<file path="src/rtl/mma_pkg.sv">
// ----------------------------------------------------------------------------
// mma_pkg
// Shared types, status codes and length helpers for the MIDI message assembler.
// ----------------------------------------------------------------------------
package mma_pkg;

    localparam logic [7:0] ST_SYSEX      = 8'hF0;
    localparam logic [7:0] ST_MTC        = 8'hF1;
    localparam logic [7:0] ST_SONG_POS   = 8'hF2;
    localparam logic [7:0] ST_SONG_SEL   = 8'hF3;
    localparam logic [7:0] ST_UNDEF_A    = 8'hF4;
    localparam logic [7:0] ST_UNDEF_B    = 8'hF5;
    localparam logic [7:0] ST_TUNE       = 8'hF6;
    localparam logic [7:0] ST_EOX        = 8'hF7;
    localparam logic [7:0] ST_CLOCK      = 8'hF8;
    localparam logic [7:0] ST_SENSE      = 8'hFE;
    localparam logic [3:0] HI_PROG       = 4'hC;
    localparam logic [3:0] HI_PRESSURE   = 4'hD;

    localparam int MAX_EMIT = 32;

    // controller to datapath
    typedef struct packed {
        logic take;     // latch the input word
        logic eval;     // parse step, context update, first buffer write
        logic write2;   // data byte after a running-status byte
        logic rd;       // issue buffer read of the current byte
        logic load;     // move read data into the output register
    } cmd_t;

    // datapath to controller
    typedef struct packed {
        logic second;     // a second buffer write is needed
        logic emit;       // this word completes a visible message
        logic emit_held;  // registered emit, used after the second write
        logic out_free;   // output register can take a word
        logic last_byte;  // current read is the final byte of the run
    } status_t;

    function automatic logic [1:0] channel_size(input logic [7:0] status);
        logic [3:0] hi;
        hi = status[7:4];
        if (hi == HI_PROG || hi == HI_PRESSURE) begin
            channel_size = 2'd2;
        end else begin
            channel_size = 2'd3;
        end
    endfunction

    // zero means the byte is dropped
    function automatic logic [1:0] system_length(input logic [7:0] status);
        logic [1:0] len;
        len = 2'd0;
        if (status >= ST_CLOCK) begin
            len = 2'd1;
        end else begin
            case (status)
                ST_MTC:      len = 2'd2;
                ST_SONG_SEL: len = 2'd2;
                ST_SONG_POS: len = 2'd3;
                ST_TUNE:     len = 2'd1;
                ST_EOX:      len = 2'd1;
                default:     len = 2'd0;
            endcase
        end
        system_length = len;
    endfunction

endpackage

</file>
<file path="src/rtl/mma_ram.sv">
// ----------------------------------------------------------------------------
// mma_ram
// Generic single-write, single-read RAM with registered read data.
// ----------------------------------------------------------------------------
module mma_ram #(
    parameter int WIDTH = 8,
    parameter int DEPTH = 512
) (
    input  logic                     aclk,
    input  logic                     wr_en,
    input  logic [$clog2(DEPTH)-1:0] wr_addr,
    input  logic [WIDTH-1:0]         wr_data,
    input  logic                     rd_en,
    input  logic [$clog2(DEPTH)-1:0] rd_addr,
    output logic [WIDTH-1:0]         rd_data
);

    logic [WIDTH-1:0] mem [DEPTH];
    logic [WIDTH-1:0] rd_data_reg;

    always_ff @(posedge aclk) begin
        if (wr_en) begin
            mem[wr_addr] <= wr_data;
        end
        if (rd_en) begin
            rd_data_reg <= mem[rd_addr];
        end
    end

    assign rd_data = rd_data_reg;

endmodule

</file>
<file path="src/rtl/mma_ctrl.sv">
// ----------------------------------------------------------------------------
// mma_ctrl
// Sequencer: accept, parse, optional second write, then read out the message.
// ----------------------------------------------------------------------------
module mma_ctrl
    import mma_pkg::*;
(
    input  logic    aclk,
    input  logic    aresetn,
    input  logic    s_tvalid,
    output logic    s_tready,
    input  status_t status,
    output cmd_t    cmd
);

    localparam logic [2:0] S_IDLE   = 3'd0;
    localparam logic [2:0] S_EVAL   = 3'd1;
    localparam logic [2:0] S_WRITE2 = 3'd2;
    localparam logic [2:0] S_RD     = 3'd3;
    localparam logic [2:0] S_OUT    = 3'd4;

    logic [2:0] state_reg;
    logic [2:0] state_next;

    always_ff @(posedge aclk) begin
        if (!aresetn) begin
            state_reg <= S_IDLE;
        end else begin
            state_reg <= state_next;
        end
    end

    always_comb begin
        state_next = state_reg;
        cmd        = '0;
        s_tready   = 1'b0;
        case (state_reg)
            S_IDLE: begin
                s_tready = 1'b1;
                if (s_tvalid) begin
                    cmd.take   = 1'b1;
                    state_next = S_EVAL;
                end
            end
            S_EVAL: begin
                cmd.eval = 1'b1;
                if (status.second) begin
                    state_next = S_WRITE2;
                end else if (status.emit) begin
                    state_next = S_RD;
                end else begin
                    state_next = S_IDLE;
                end
            end
            S_WRITE2: begin
                cmd.write2 = 1'b1;
                state_next = status.emit_held ? S_RD : S_IDLE;
            end
            S_RD: begin
                cmd.rd     = 1'b1;
                state_next = S_OUT;
            end
            S_OUT: begin
                // read data holds in the ram register until the output frees up
                if (status.out_free) begin
                    cmd.load   = 1'b1;
                    state_next = status.last_byte ? S_IDLE : S_RD;
                end
            end
            default: begin
                state_next = S_IDLE;
            end
        endcase
    end

endmodule

</file>
<file path="src/rtl/mma_datapath.sv">
// ----------------------------------------------------------------------------
// mma_datapath
// Per-cable parser contexts, message buffer and output register.
// ----------------------------------------------------------------------------
module mma_datapath
    import mma_pkg::*;
#(
    parameter int CABLES       = 16,
    parameter int BUFFER_BYTES = 32
) (
    input  logic        aclk,
    input  logic        aresetn,
    input  cmd_t        cmd,
    output status_t     status,
    input  logic [3:0]  in_cable,
    input  logic [7:0]  in_byte,
    input  logic        cfg_valid,
    input  logic        cfg_data,
    output logic        out_valid,
    input  logic        out_ready,
    output logic [3:0]  out_cable,
    output logic [7:0]  out_msg_byte,
    output logic [4:0]  out_byte_index,
    output logic [5:0]  out_msg_length,
    output logic        out_last
);

    localparam int CIDX_W = (CABLES > 1) ? $clog2(CABLES) : 1;
    localparam int POS_W  = $clog2(BUFFER_BYTES + 1);
    localparam int OFF_W  = $clog2(BUFFER_BYTES);
    localparam int DEPTH  = CABLES * BUFFER_BYTES;
    localparam int ADDR_W = $clog2(DEPTH);

    // parser contexts, one per cable
    logic [POS_W-1:0] pos_reg [CABLES];
    logic [POS_W-1:0] len_reg [CABLES];
    logic             sx_reg  [CABLES];
    logic [7:0]       rs_reg  [CABLES];

    logic [3:0]        cable_reg;
    logic [7:0]        byte_reg;
    logic              hide_reg;
    logic [5:0]        n_reg;
    logic [4:0]        k_reg;
    logic              emit_reg;

    logic              out_valid_reg;
    logic [3:0]        out_cable_reg;
    logic [7:0]        out_byte_reg;
    logic [4:0]        out_index_reg;
    logic [5:0]        out_length_reg;
    logic              out_last_reg;

    logic              cable_ok;
    logic [CIDX_W-1:0] cidx;
    logic [POS_W-1:0]  cur_pos;
    logic [POS_W-1:0]  cur_len;
    logic              cur_sx;
    logic [7:0]        cur_rs;

    logic [POS_W-1:0]  nxt_pos;
    logic [POS_W-1:0]  nxt_len;
    logic              nxt_sx;
    logic [7:0]        nxt_rs;
    logic              upd;
    logic              wr_first;
    logic [OFF_W-1:0]  wr_off;
    logic [7:0]        wr_data;
    logic              second;
    logic              overflow;
    logic              complete;
    logic              hidden;
    logic [5:0]        n_calc;

    logic [ADDR_W-1:0] base_addr;
    logic              ram_we;
    logic [ADDR_W-1:0] ram_waddr;
    logic [7:0]        ram_wdata;
    logic [ADDR_W-1:0] ram_raddr;
    logic [7:0]        ram_rdata;
    logic              last_byte;

    assign cable_ok  = (32'(cable_reg) < CABLES);
    assign cidx      = cable_reg[CIDX_W-1:0];
    assign cur_pos   = pos_reg[cidx];
    assign cur_len   = len_reg[cidx];
    assign cur_sx    = sx_reg[cidx];
    assign cur_rs    = rs_reg[cidx];
    assign base_addr = ADDR_W'(cidx) * ADDR_W'(BUFFER_BYTES);

    always_comb begin
        nxt_pos  = cur_pos;
        nxt_len  = cur_len;
        nxt_sx   = cur_sx;
        nxt_rs   = cur_rs;
        upd      = 1'b0;
        wr_first = 1'b0;
        wr_off   = cur_pos[OFF_W-1:0];
        wr_data  = byte_reg;
        second   = 1'b0;
        if (cable_ok) begin
            if (cur_pos == '0) begin
                upd    = 1'b1;
                nxt_sx = 1'b0;
                if (!byte_reg[7]) begin
                    // data byte opens a message under running status
                    if (cur_rs != 8'h00) begin
                        wr_first = 1'b1;
                        wr_off   = '0;
                        wr_data  = cur_rs;
                        second   = 1'b1;
                        nxt_pos  = POS_W'(2);
                        nxt_len  = POS_W'(channel_size(cur_rs));
                    end
                end else if (byte_reg < ST_SYSEX) begin
                    wr_first = 1'b1;
                    wr_off   = '0;
                    nxt_pos  = POS_W'(1);
                    nxt_len  = POS_W'(channel_size(byte_reg));
                    nxt_rs   = byte_reg;
                end else if (byte_reg == ST_SYSEX) begin
                    wr_first = 1'b1;
                    wr_off   = '0;
                    nxt_pos  = POS_W'(1);
                    nxt_len  = '0;
                    nxt_sx   = 1'b1;
                end else if (byte_reg != ST_UNDEF_A && byte_reg != ST_UNDEF_B) begin
                    wr_first = 1'b1;
                    wr_off   = '0;
                    nxt_pos  = POS_W'(1);
                    nxt_len  = POS_W'(system_length(byte_reg));
                end
            end else if (!byte_reg[7] || (byte_reg == ST_EOX && cur_sx)) begin
                upd      = 1'b1;
                wr_first = (32'(cur_pos) < BUFFER_BYTES);
                nxt_pos  = cur_pos + POS_W'(1);
                if (byte_reg[7]) begin
                    nxt_sx  = 1'b0;
                    nxt_len = cur_pos + POS_W'(1);
                end
            end
        end
        overflow = nxt_sx && (32'(nxt_pos) >= BUFFER_BYTES);
        complete = upd && !overflow && (nxt_len != '0) && (nxt_pos >= nxt_len);
        if (overflow) begin
            nxt_pos = '0;
            nxt_len = '0;
            nxt_sx  = 1'b0;
        end
        if (complete) begin
            nxt_pos = '0;
        end
        hidden = hide_reg && (cur_pos == '0) &&
                 (byte_reg == ST_CLOCK || byte_reg == ST_SENSE);
        if (32'(nxt_len) > MAX_EMIT) begin
            n_calc = 6'(MAX_EMIT);
        end else begin
            n_calc = 6'(nxt_len);
        end
    end

    always_ff @(posedge aclk) begin
        if (!aresetn) begin
            for (int i = 0; i < CABLES; i++) begin
                pos_reg[i] <= '0;
                len_reg[i] <= '0;
                sx_reg[i]  <= 1'b0;
                rs_reg[i]  <= 8'h00;
            end
            hide_reg <= 1'b1;
            emit_reg <= 1'b0;
        end else begin
            if (cfg_valid) begin
                hide_reg <= cfg_data;
            end
            if (cmd.eval) begin
                emit_reg <= complete && !hidden;
                if (upd) begin
                    pos_reg[cidx] <= nxt_pos;
                    len_reg[cidx] <= nxt_len;
                    sx_reg[cidx]  <= nxt_sx;
                    rs_reg[cidx]  <= nxt_rs;
                end
            end
        end
    end

    always_ff @(posedge aclk) begin
        if (cmd.take) begin
            cable_reg <= in_cable;
            byte_reg  <= in_byte;
        end
        if (cmd.eval) begin
            n_reg <= n_calc;
            k_reg <= '0;
        end else if (cmd.load) begin
            k_reg <= k_reg + 5'd1;
        end
    end

    // buffer: single write port, registered read
    assign ram_we    = (cmd.eval && wr_first) || cmd.write2;
    assign ram_waddr = base_addr + ADDR_W'(cmd.write2 ? OFF_W'(1) : wr_off);
    assign ram_wdata = cmd.write2 ? byte_reg : wr_data;
    assign ram_raddr = base_addr + ADDR_W'(k_reg);

    mma_ram #(
        .WIDTH(8),
        .DEPTH(DEPTH)
    ) u_buffer (
        .aclk    (aclk),
        .wr_en   (ram_we),
        .wr_addr (ram_waddr),
        .wr_data (ram_wdata),
        .rd_en   (cmd.rd),
        .rd_addr (ram_raddr),
        .rd_data (ram_rdata)
    );

    assign last_byte = (({1'b0, k_reg} + 6'd1) == n_reg);

    always_ff @(posedge aclk) begin
        if (!aresetn) begin
            out_valid_reg <= 1'b0;
        end else if (cmd.load) begin
            out_valid_reg <= 1'b1;
        end else if (out_ready) begin
            out_valid_reg <= 1'b0;
        end
    end

    always_ff @(posedge aclk) begin
        if (cmd.load) begin
            out_cable_reg  <= cable_reg;
            out_byte_reg   <= ram_rdata;
            out_index_reg  <= k_reg;
            out_length_reg <= n_reg;
            out_last_reg   <= last_byte;
        end
    end

    assign status.second    = second;
    assign status.emit      = complete && !hidden;
    assign status.emit_held = emit_reg;
    assign status.out_free  = !out_valid_reg || out_ready;
    assign status.last_byte = last_byte;

    assign out_valid      = out_valid_reg;
    assign out_cable      = out_cable_reg;
    assign out_msg_byte   = out_byte_reg;
    assign out_byte_index = out_index_reg;
    assign out_msg_length = out_length_reg;
    assign out_last       = out_last_reg;

endmodule

</file>
<file path="src/rtl/midi_message_assembler.sv">
// A completing byte is parsed and written to the message buffer (a data byte under
// running status takes a second write), then read out word by word through the
// registered buffer read into the output register. A new byte is accepted only once
// the previous one is parsed and its message read out; the single-port message buffer
// and its registered read set the pace, and a low m_tready stalls the read-out.
// Reset: all cable contexts cleared, clock/sensing hiding on; the buffer is not cleared.
// ----------------------------------------------------------------------------
// midi_message_assembler
// Per-cable MIDI parser with running status; emits each message as a run of words.
// ----------------------------------------------------------------------------
module midi_message_assembler
    import mma_pkg::*;
#(
    parameter int CABLES       = 16,
    parameter int BUFFER_BYTES = 32
) (
    input  logic        aclk,
    input  logic        aresetn,
    input  logic        s_tvalid,
    output logic        s_tready,
    input  logic [7:0]  s_tdata,    // [7:0] midi_byte
    input  logic [3:0]  s_tuser,    // [3:0] cable
    output logic        m_tvalid,
    input  logic        m_tready,
    output logic [23:0] m_tdata,    // [7:0] msg_byte, [12:8] byte_index,
                                    // [18:13] msg_length, [23:19] zero
    output logic [3:0]  m_tuser,    // [3:0] out_cable
    output logic        m_tlast,
    input  logic        cfg_valid,
    output logic        cfg_ready,
    input  logic        cfg_data    // hide_clock_messages
);

    cmd_t       cmd;
    status_t    status;
    logic [7:0] msg_byte;
    logic [4:0] byte_index;
    logic [5:0] msg_length;

    mma_ctrl u_ctrl (
        .aclk     (aclk),
        .aresetn  (aresetn),
        .s_tvalid (s_tvalid),
        .s_tready (s_tready),
        .status   (status),
        .cmd      (cmd)
    );

    mma_datapath #(
        .CABLES       (CABLES),
        .BUFFER_BYTES (BUFFER_BYTES)
    ) u_datapath (
        .aclk           (aclk),
        .aresetn        (aresetn),
        .cmd            (cmd),
        .status         (status),
        .in_cable       (s_tuser),
        .in_byte        (s_tdata),
        .cfg_valid      (cfg_valid),
        .cfg_data       (cfg_data),
        .out_valid      (m_tvalid),
        .out_ready      (m_tready),
        .out_cable      (m_tuser),
        .out_msg_byte   (msg_byte),
        .out_byte_index (byte_index),
        .out_msg_length (msg_length),
        .out_last       (m_tlast)
    );

    assign cfg_ready = 1'b1;
    assign m_tdata   = {5'd0, msg_length, byte_index, msg_byte};

endmodule

</file>
<file path="config.mk">
export PLATFORM = sky130hd
export DESIGN_NAME = midi_message_assembler
export DESIGN_NICKNAME = d
export VERILOG_FILES = /design/src/rtl/mma_pkg.sv /design/src/rtl/mma_ram.sv /design/src/rtl/mma_ctrl.sv /design/src/rtl/mma_datapath.sv /design/src/rtl/midi_message_assembler.sv
export SDC_FILE = /design/constraint.sdc
export NUM_CORES = 2
export LEC_CHECK = 0
export ABC_CLOCK_PERIOD_IN_PS = 35400
export BUFFER_PORTS_ARGS = -buffer_cell sky130_fd_sc_hd__buf_2
export CAP_MARGIN = 10
export CORE_UTILIZATION = 60
export DETAILED_ROUTE_END_ITERATION = 10
export PLACE_DENSITY = 0.78
export SETUP_SLACK_MARGIN = 0.2
export SLEW_MARGIN = 30
export SYNTH_ARGS = -nofsm -noshare
export SYNTH_HDL_FRONTEND = slang
export SYNTH_MEMORY_MAX_BITS = 65536
export SYNTH_SLANG_ARGS = --single-unit
</file>
<file path="constraint.sdc">
create_clock -name aclk -period 35.4 [get_ports aclk]
set_clock_uncertainty 0.05 [all_clocks]
set_input_delay 3.54 -clock aclk [delete_from_list [all_inputs] [get_ports aclk]]
set_output_delay 3.54 -clock aclk [all_outputs]
set_load 0.03 [all_outputs]
</file>
==> metrics.md <==
| Metric | Value |
|---|---|
| Status | finished, final reports clean |
| R2R setup slack | ~27000 ps |
| Via Count | approximately 90000 |
| Register area share after synthesis | about three quarters |
| Slew headroom | about a quarter |
| Core area | ~290000 um^2 |
| Yosys warnings | 0 |
| Top cells by area, synth | edfxtp_1 76%, mux4_2 18%, nor2_1 1.7%, clkbuf_1 0.73%, dfxtp_1 0.35% |
| Layout fillers | 16442 |
| Starting Density | about three fifths |
| Required @ worst endpoint | ~36000 ps |
| WL per Instance | 40.1 um |
| Post-DR vias/cell | 7.38 |
| Residual DRC | 0 |
| Die Area | just under 300000 um^2 |
| Die width | between 500 and 600 um |
| Post-synth top area cell | edfxtp_1 |
| Num rows | 198 |
| Critical path class | reg2reg |
| Worst-path clk slew | 60 ps |
| Max reg flops | 4096 |
| Fin Hold WS | 403 ps |
| CTS hold repair buffers | 0 |
| CTS sink count | 4497 |
| Register area | between 100000 and 150000 um^2 |
| Placer congestion estimate | 0.868 |
| Asr flop ratio synth | 0% |
| Final setup fails | 0 |
| Synth cell count leaders | 4466 x edfxtp_1, 1436 x mux4_2, 788 x nor2_1 |
| DRT Wirelength | about 500000 um |
| I/O Pins | 50 |
| Area of the multi-input gates | 39400 um^2 |
| Total CTS buffers | roughly 430 |
| Hold Fails Final Rpt | 0 |
| WP data arrival | around 9000 ps |
| Cell Chain, Critical Path | buf_4 > mux4_2 > a22oi_1 > nand2_1 > or4_4 > or4_4 > nand2_1 > a22o_4 > buf_4 > buf_6 > buf_4 > buf_4 |
| Actual slew at the worst max-slew pin | ~1100 ps |
| Crit. End Element | register |
| Crit path max-delay family | buffers and inverters |
| Min-delay src | u_datapath.cable_reg[0]$_DFFE_PP_ |
| Peak supply drop | between 60 and 70 uV |
| Lkg Pwr | between 0.05 and 0.06 uW |
| Number of flops mapped to enable cells by yosys | about 4500 |
| Initial DRC count | roughly 16000 |
| Final #Nets | 7964 |
| Initial antenna violation count | 40 |
| Area delta synth->final | 11.0% |
| Setup_tns | 0 ps |
| Gr usage total | about a third |
| PwrDens | approximately 66 nW/um^2 |
| Synth top area share | 76.3% |
| PostCTS Resize Cnt | 0 |
| Ys flop type | edfxtp_1 |
| Worst path max stage delay | roughly 860 ps |
| #FFs+latches synth | roughly 4500 |
| Cell mode on critical path | buf_4 |
| Die H | 543 um |
| DRT antenna net count | 0 |
| Post-CTS Setup Repair Bufs | 0 |
| Post-Synthesis Cells | a little under 8000 |
| Number of global-route vias before repair | 89511 |
| CTS tree | yes |
| TritonRoute pass-1 iters | 6 |
| Pin count of the biggest net entering global routing | 258 |
| Fmax | about 120 MHz |
| RR Endpoint | u_datapath.u_buffer.mem[287][6]$_DFFE_PP_ |
| Cell variety after synth | between 60 and 70 |
| CP max FO | approximately 100 |
| Overflow after GRT | 0 |
| Crit start category | register |
| Critical path buffers and inverters | 5 |
| Clk_lat worst skew | between 900 and 1000 ps |
| Tcrit/Tclk final | a little under a quarter |
| R2R depth | 12 |
| Hold Path Class | reg2reg |
| Share of layout cells above drive strength 1 | between 20% and 30% |
| Count leader, synth | edfxtp_1 |
| Tmin final | between 8000 and 9000 ps |
| Max Root-Sink Buffers | 4 |
| CTS root buf | clkbuf_16 |
| Slowest cell on crit path | buf_4 |
| WP depth | 12 |
| Number of port buffers | 43 |
| Max cap viols | 0 |
| Synthesized area | around 180000 um^2 |
| Syn avg cell area | 22.6 um^2 |
| First-pass GRT wire length | approximately 680000 um |
| Crit path to | u_datapath.u_buffer.mem[287][6]$_DFFE_PP_ |
| RSZ-0062 raised after global routing | false |
| H-tree depth | 5 |
| HPWL Detailed | between 200000 and 250000 um |
| Pins Over Slew Limit | 0 |
[cells in the final DEF (no fill, tap or decap), drive strengths merged, types with 6 or more instances in the layout]
cell      count
a22oi        10
dfxtp        31
diode        22
a21o          9
nor2        788
inv          25
nand2b       12
mux2         15
and4          7
and2          7
clkbuf      524
o21ai        31
nand2       128
mux4       1444
mux2i        26
xnor2        11
a21oi        11
bufinv       34
conb          6
and3          8
ha            9
edfxtp     4466
clkinvlp     14
nand3        45
nand4        10
nor2b        17
clkinv      209
a22o         11
nor3         98
buf         221
[worst register-to-register path: stages, from the launching register on]
cell	delay (ps)
dfxtp_4	810
buf_4	770
mux4_2	460
a22oi_1	340
nand2_1	180
or4_4	560
or4_4	590
nand2_1	320
a22o_4	600
buf_4	780
buf_6	700
buf_4	750
buf_4	870
[worst min-delay path by stage]
stage / endpoint / slack (ps) / depth (start not counted)
3_3_place_gp: u_datapath.sx_reg[1]$_DFF_P_ / 400 / 2
2_1_floorplan: u_datapath.out_msg_byte[0]$_DFFE_PP_ / 350 / 0
4_1_cts: u_datapath.out_cable[0]$_DFFE_PP_ / 400 / 0
3_5_place_dp: u_datapath.out_cable[0]$_DFFE_PP_ / 390 / 0
6_report: u_datapath.out_cable[0]$_DFFE_PP_ / 400 / 0
5_1_grt: u_datapath.out_cable[0]$_DFFE_PP_ / 410 / 0
[per-layer routing]
| metal | wire [um] | vias up | track usage [%] |
|---|---|---|---|
| li1 | - | 33045 | - |
| met1 | 159000 | 46756 | 43.3 |
| met2 | 239000 | 8666 | 52.2 |
| met3 | 63300 | 1606 | 8.17 |
| met4 | 29400 | 46 | 16.8 |
| met5 | 274 | - | 0 |
[logic make-up (layout without fill, tap and decap cells)]
family	after synthesis	count (layout)	synth area share [%]
XOR/XNOR	16	16	0.0798
buffers and inverters	506	1027	1.17
flip-flops	4497	4497	76.7
adder cells (fa/ha/maj)	9	9	0.0641
other	2	28	0.00427
multiplexers	1485	1485	18.8
AND/OR/NAND/NOR	1140	1140	2.73
AO/OA/AOI/OAI	117	117	0.485
[layout make-up]
type	count	share of cell area, %
Clock buffer	524	5.71
Clock inverter	267	1.30
Tap cell	3900	2.50
Timing Repair Buffer	221	1.11
Sequential cell	4497	69.1
Multi-Input combinational cell	2773	20.2
Antenna cell	22	0.0282
Inverter	15	0.0289
[where the power goes]
group	switching, uW	leakage (uW)	total, uW	internal (uW)
registers	35.1	0.0408	6380	6350
clock network	2110	0.00664	4610	2500
logic	1370	0.0108	1780	409
[through the flow]
stage / area [um^2] / setup WS, ps / util [%] / power [uW] / instances
after global routing: 195000 / 26920 / 67.0 / 13000 / 12199
after CTS: 194000 / 26830 / 66.7 / 12700 / 12182
after detailed placement: 181000 / 26940 / 62.1 / 8140 / 11391
after global placement: 180000 / 26890 / 62.0 / 8060 / 11384
after floorplan: 176000 / 7580 / - / 7660 / 7776
final: 195000 / 27210 / 67.0 / 12800 / 12219
Note: power is estimated with default switching activity, not from simulation.
